## config.mk

```make
export PLATFORM = sky130hd
export DESIGN_NAME = srlb_ctrl
export DESIGN_NICKNAME = d
export VERILOG_FILES = /design/src/hdl/srlb_pkg.sv /design/src/hdl/srlb_ctrl.sv
export SDC_FILE = /design/constraint.sdc
export NUM_CORES = 1
export LEC_CHECK = 0
export ABC_AREA = 1
export BUFFER_PORTS_ARGS = -buffer_cell sky130_fd_sc_hd__buf_4
export CORE_MARGIN = 2
export CORE_UTILIZATION = 30
export DETAILED_ROUTE_END_ITERATION = 8
export SYNTH_ARGS = -nofsm -noshare
export SYNTH_HDL_FRONTEND = slang
export SYNTH_SLANG_ARGS = --single-unit
export TNS_END_PERCENT = 5
```

## constraint.sdc

```tcl
create_clock -name clk -period 2.6 [get_ports clk]
set_input_delay 0.26 -clock clk [delete_from_list [all_inputs] [get_ports clk]]
set_output_delay 0.26 -clock clk [all_outputs]
set_load 0.05 [all_outputs]
```

## src/hdl/srlb_pkg.sv

```systemverilog
// Shared types, codes and arithmetic helpers for the raster line and blur engine.
// Used by srlb_ctrl, srlb_datapath and scope_raster_line_blur_engine_top.
// No dependencies.
package srlb_pkg;

  // Item operation codes
  typedef enum logic [1:0] {
    OP_DRAW  = 2'd0,
    OP_BLUR  = 2'd1,
    OP_CLEAR = 2'd2,
    OP_READ  = 2'd3
  } op_t;

  // Configuration register indexes
  localparam logic [1:0] REG_WIDTH  = 2'd0;
  localparam logic [1:0] REG_HEIGHT = 2'd1;
  localparam logic [1:0] REG_BEAM   = 2'd2;

  localparam logic [7:0]  SIZE_RESET = 8'd128;
  localparam logic [23:0] BEAM_RESET = 24'h002000;
  localparam logic [7:0]  CHAN_MAX   = 8'hff;
  // floor(s/30) == (s*2185) >> 16 for every s below 4709
  localparam logic [11:0] BLUR_RECIP = 12'd2185;

  // Controller states
  typedef enum logic [3:0] {
    ST_IDLE,
    ST_DISPATCH,
    ST_CLEAR,
    ST_DRAW_RD,
    ST_DRAW_WR,
    ST_BLUR_C,
    ST_BLUR_UP,
    ST_BLUR_RT,
    ST_BLUR_DN,
    ST_BLUR_WR,
    ST_READ_RD,
    ST_READ_CAP,
    ST_DONE
  } state_t;

  // Read address select
  typedef enum logic [2:0] {
    RA_K,
    RA_UP,
    RA_RT,
    RA_DN,
    RA_LINE
  } rsel_t;

  // Write data select
  typedef enum logic [1:0] {
    WS_ZERO,
    WS_PLOT,
    WS_BLUR
  } wsel_t;

  // Blur neighbor capture
  typedef enum logic [1:0] {
    CAP_NONE,
    CAP_C,
    CAP_UP,
    CAP_RT
  } cap_t;

  typedef struct packed {
    logic  load;
    logic  line_step;
    logic  plot_latch;
    logic  pix_latch;
    rsel_t rsel;
    logic  we;
    wsel_t wsel;
    logic  k_clr;
    logic  k_inc;
    cap_t  cap;
    logic  out_load;
  } dp_cmd_t;

  typedef struct packed {
    op_t  op;
    logic line_done;
    logic k_zero;
    logic k_last_clr;
    logic k_last_blur;
    logic out_free;
    logic cfg_clr;
  } dp_stat_t;

  // Additive blend of one channel, saturating
  function automatic logic [7:0] sat_add(input logic [7:0] a, input logic [7:0] b);
    logic [8:0] s;
    s = {1'b0, a} + {1'b0, b};
    return s[8] ? CHAN_MAX : s[7:0];
  endfunction

  // (5*c + u + l + r + d) / 30 for one channel
  function automatic logic [7:0] blur_chan(input logic [7:0] c, input logic [7:0] u,
                                           input logic [7:0] l, input logic [7:0] r,
                                           input logic [7:0] d);
    logic [11:0] s;
    logic [23:0] p;
    s = 12'(c) * 12'd5 + 12'(u) + 12'(l) + 12'(r) + 12'(d);
    p = 24'(s) * 24'(BLUR_RECIP);
    return p[23:16];
  endfunction

endpackage

```

## src/hdl/srlb_ctrl.sv

```systemverilog
// Sequencer for the raster line and blur engine: one state machine that steps
// the datapath through clear, draw, blur and read. Depends on srlb_pkg.
module srlb_ctrl (
  input  logic               clk,
  input  logic               rst_n,
  input  logic               in_tvalid,
  output logic               in_tready,
  input  srlb_pkg::dp_stat_t stat,
  output srlb_pkg::dp_cmd_t  cmd
);

  srlb_pkg::state_t state_r, state_nxt;
  logic             clr_item_r, clr_item_nxt;

  // State register; reset starts the clearing pass
  always_ff @(posedge clk) begin
    if (!rst_n) begin
      state_r    <= srlb_pkg::ST_CLEAR;
      clr_item_r <= 1'b0;
    end else begin
      state_r    <= state_nxt;
      clr_item_r <= clr_item_nxt;
    end
  end

  // Next state and commands
  always_comb begin
    state_nxt    = state_r;
    clr_item_nxt = clr_item_r;
    cmd          = '0;
    in_tready    = 1'b0;
    case (state_r)
      srlb_pkg::ST_IDLE: begin
        in_tready = 1'b1;
        if (in_tvalid) begin
          cmd.load  = 1'b1;
          state_nxt = srlb_pkg::ST_DISPATCH;
        end
      end
      srlb_pkg::ST_DISPATCH: begin
        case (stat.op)
          srlb_pkg::OP_DRAW: state_nxt = srlb_pkg::ST_DRAW_RD;
          srlb_pkg::OP_BLUR: begin
            cmd.k_clr = 1'b1;
            state_nxt = srlb_pkg::ST_BLUR_C;
          end
          srlb_pkg::OP_CLEAR: begin
            cmd.k_clr    = 1'b1;
            clr_item_nxt = 1'b1;
            state_nxt    = srlb_pkg::ST_CLEAR;
          end
          default: state_nxt = srlb_pkg::ST_READ_RD;
        endcase
      end
      srlb_pkg::ST_CLEAR: begin
        cmd.we    = 1'b1;
        cmd.wsel  = srlb_pkg::WS_ZERO;
        cmd.k_inc = 1'b1;
        if (stat.k_last_clr) begin
          state_nxt    = clr_item_r ? srlb_pkg::ST_DONE : srlb_pkg::ST_IDLE;
          clr_item_nxt = 1'b0;
        end
      end
      srlb_pkg::ST_DRAW_RD: begin
        cmd.rsel       = srlb_pkg::RA_LINE;
        cmd.plot_latch = 1'b1;
        state_nxt      = srlb_pkg::ST_DRAW_WR;
      end
      srlb_pkg::ST_DRAW_WR: begin
        cmd.we        = 1'b1;
        cmd.wsel      = srlb_pkg::WS_PLOT;
        cmd.line_step = 1'b1;
        state_nxt     = stat.line_done ? srlb_pkg::ST_DONE : srlb_pkg::ST_DRAW_RD;
      end
      srlb_pkg::ST_BLUR_C: begin
        cmd.rsel  = srlb_pkg::RA_K;
        state_nxt = srlb_pkg::ST_BLUR_UP;
      end
      srlb_pkg::ST_BLUR_UP: begin
        cmd.rsel  = srlb_pkg::RA_UP;
        cmd.cap   = stat.k_zero ? srlb_pkg::CAP_C : srlb_pkg::CAP_NONE;
        state_nxt = srlb_pkg::ST_BLUR_RT;
      end
      srlb_pkg::ST_BLUR_RT: begin
        cmd.rsel  = srlb_pkg::RA_RT;
        cmd.cap   = srlb_pkg::CAP_UP;
        state_nxt = srlb_pkg::ST_BLUR_DN;
      end
      srlb_pkg::ST_BLUR_DN: begin
        cmd.rsel  = srlb_pkg::RA_DN;
        cmd.cap   = srlb_pkg::CAP_RT;
        state_nxt = srlb_pkg::ST_BLUR_WR;
      end
      srlb_pkg::ST_BLUR_WR: begin
        cmd.we   = 1'b1;
        cmd.wsel = srlb_pkg::WS_BLUR;
        if (stat.k_last_blur) begin
          state_nxt = srlb_pkg::ST_DONE;
        end else begin
          cmd.k_inc = 1'b1;
          state_nxt = srlb_pkg::ST_BLUR_UP;
        end
      end
      srlb_pkg::ST_READ_RD: begin
        cmd.rsel  = srlb_pkg::RA_LINE;
        state_nxt = srlb_pkg::ST_READ_CAP;
      end
      srlb_pkg::ST_READ_CAP: begin
        cmd.pix_latch = 1'b1;
        state_nxt     = srlb_pkg::ST_DONE;
      end
      srlb_pkg::ST_DONE: begin
        if (stat.out_free) begin
          cmd.out_load = 1'b1;
          state_nxt    = srlb_pkg::ST_IDLE;
        end
      end
      default: state_nxt = srlb_pkg::ST_IDLE;
    endcase

    // Frame size change restarts the clearing pass; no transfer in that cycle
    if (stat.cfg_clr) begin
      in_tready    = 1'b0;
      cmd.load     = 1'b0;
      cmd.k_clr    = 1'b1;
      cmd.k_inc    = 1'b0;
      clr_item_nxt = 1'b0;
      state_nxt    = srlb_pkg::ST_CLEAR;
    end
  end

endmodule

```

==> reports/summary.txt <==
Filler Cells Inserted - 229
Max FO, Critical Path - 8
Largest vdd supply drop - 0.215 mV
Share of the clock period used by the worst path after layout - 68.3%
Final routed wire length divided by cell count - 8.98 microns
Transition time of the tightest slew-check pin - 0.306 ns
Routing usage on met3 - 4.63%
CTS Root Buffer Type - clkbuf_4
Worst Path Required - 2.34 ns
Number of resized instances in the post-cts repair step - 0
Routed Antenna Nets - 0
Time the final worst path needs with I/O delays and setup - 1.78 ns
Unrepaired setup endpoints after global routing - no
Post-synth top area share - 23.9%
Final Skew - 0.00155 ns
Area enclosed by the die boundary - 2360 sq um
Maximum number of pins on one net before global-route repair - 9
Leakage power summed over all cells - 0.545 nW
First DRT Iteration DRCs - 16
# Post-CTS Setup Buffers - 0
Met2 routing resource usage after global routing - 22.9%
Synth Register Bits - 5
Drt first pass iters - 4
Arrival time of data at the critical path endpoint - 1.52 ns
Area Overhead vs Synth - 41.0%
Count of inserted antenna diode cells - 0
Syn. warnings - 0
Worst flop-to-flop path startpoint - state_r[0]
Later-pin clock latency in the skew report - 0.24 ns
DR vias - 727
Origin of the worst setup path - state_r[0]
Highest-utilization routing layer at the global route stage - met2
Number of global-route vias before repair - 619
Net count reported at finish - 155
Total congestion overflow - 0
Max transition margin - 79.6%
Vert. Die Dim - 48.6 microns
Post-synthesis sequential area ratio - 16.8%
Clk buf depth - 2
Initial Utilization - 31.0%
Num ports - 27
Ranking of synthesized cells by area - nand2_1, dfxtp_1, inv_1, ha_1, nand3_1
Cell Area, Synth - 596 sq um
DRC violation count after routing - 0
Quantity of I/O buffers inserted on ports - 26
Post-synthesis average cell area - 5.46 sq um
Max Slew Vio Count - 0
Multi-input gate area - 402 sq um
Syn_nets - 125
Cell Rows - 16
Final Total Pwr - 231 uW
Number of distinct library cells after synthesis - 17
Final number of hold-violating endpoints - 0
Worst hold path type - in -> reg
H-tree levels - 1
Cells after synthesis - 109
Synth area leader - nand2_1
Sinks on Clock Net - 5
Maximum achievable frequency - 563 MHz
Antenna violations before repair - 0
Global-route usage over all layers - 13.0%
Global Route met1 Usage - 15.7%
Total wirelength of the detailed-routed design - 1480 microns
FF+latch area - 100 sq um
Post-DP HPWL - 1300 microns
Start-to-end type of the worst setup path - reg -> out
Reg clk slew, reported paths - 0.04 ns
Horizontal die dimension - 48.6 microns
Power density of the placed cells - 275 nW/um^2
TritonCTS clock tree - done
Fraction of layout cells with a size suffix above 1 - 26.8%
Weighted congestion at the end of routability-driven global placement - 0.845
CP Capture Type - output port
Core outline area - 1920 sq um
Nature of the critical path startpoint - flip-flop
Max_cap viols - 0
Mean number of vias per cell - 4.41
Worst hold path startpoint - rst_n
TNS Setup - 0 ns
Number of hold buffers added after cts - 0
Outcome - completed
Setup violators final - 0
Global-route wire length before repair - 2470 microns
Number of buffers added by the clock tree synthesis step - 3
==> power breakdown <==
part / switching (mW) / leakage, nW / internal (mW) / total (mW)
Sequential: 0.00193 / 0.0405 / 0.0781 / 0.0801
Combinational: 0.0400 / 0.489 / 0.0243 / 0.0642
Clock: 0.0292 / 0.0150 / 0.0579 / 0.0870
==> cells in the final DEF, fill, tap and decap left out <==
| cell type | n |
|---|---|
| a21oi_2 | 1 |
| inv_2 | 2 |
| inv_1 | 20 |
| nand4_1 | 1 |
| clkbuf_4 | 3 |
| nor3_1 | 1 |
| buf_4 | 26 |
| nor2_1 | 11 |
| nor2_2 | 4 |
| clkbuf_1 | 1 |
| o21ai_0 | 2 |
| nor2_4 | 1 |
| a22oi_1 | 1 |
| a21oi_1 | 5 |
| dfxtp_1 | 5 |
| nor4_1 | 1 |
| nand3_1 | 10 |
| nand2_1 | 38 |
| ha_1 | 5 |
==> metrics by stage <==
stage | instances | setup WS (ns) | util (%) | hold slack (ns) | instance area [sq um]
5_1_grt | 165 | 0.722 | 43.7 | 0.384 | 840
2_1_floorplan | 109 | 0.153 | - | 0.450 | 596
3_3_place_gp | 161 | 1.11 | 42.3 | 0.470 | 813
4_1_cts | 165 | 0.815 | 43.7 | 0.359 | 840
3_5_place_dp | 161 | 1.07 | 42.3 | 0.471 | 813
6_report | 165 | 0.824 | 43.7 | 0.361 | 840
==> synth_stat cells <==
master,count
nand2_1,38
nand3_1,10
a22oi_1,1
nand4_1,1
nor3_1,1
nor2_4,1
ha_1,5
inv_2,2
dfxtp_1,5
nor2_1,11
inv_1,20
nor2_2,4
buf_6,1
a21oi_2,1
o21ai_0,2
a21oi_1,5
nor4_1,1
==> cell families (layout without fill, tap and decap cells) <==
family	Yosys count	in the layout	synth area share, %
compound gates	9	9	8.61
simple gates	67	67	48.3
fa+ha+maj	5	5	10.5
buf+inv	23	52	15.8
flops	5	5	16.8
==> final timing paths <==
check | to | slack [ns] | depth (start not counted)
setup / recovery | cmd[3] | 0.82 | 5
hold reg to reg | clr_item_r | 0.47 | 2
hold / removal | state_r[0] | 0.36 | 3
setup reg to reg | state_r[3] | 1.29 | 6
==> registers in the layout, indices dropped and copies added (netlist names) <==
register / flops
clr_item_r: 1
state_r: 4
==> metal layers <==
layer  up-vias  share of wire, %  routed length (microns)
li1        392                 -                        -
met1       315                41                      612
met2        20                52                      769
met3         0               6.7                      100
met4         0                 0                        0
met5         -                 0                        0
==> layout make-up <==
class	count	share of cell area (%)
inverter	22	9.84
multi-input combinational	81	47.8
timing repair buffer	26	23.2
clock buffer	4	3.13
sequential	5	11.9
tap	27	4.02
==> worst max-delay path, cell delays in order, from the launching register on <==
cell and delay (ns):
dfxtp_1 0.49, nand2_1 0.15, nor2_1 0.20, nand2_1 0.10, a21oi_1 0.13, buf_4 0.21
No activity file was read; power rests on OpenSTA's default activity.
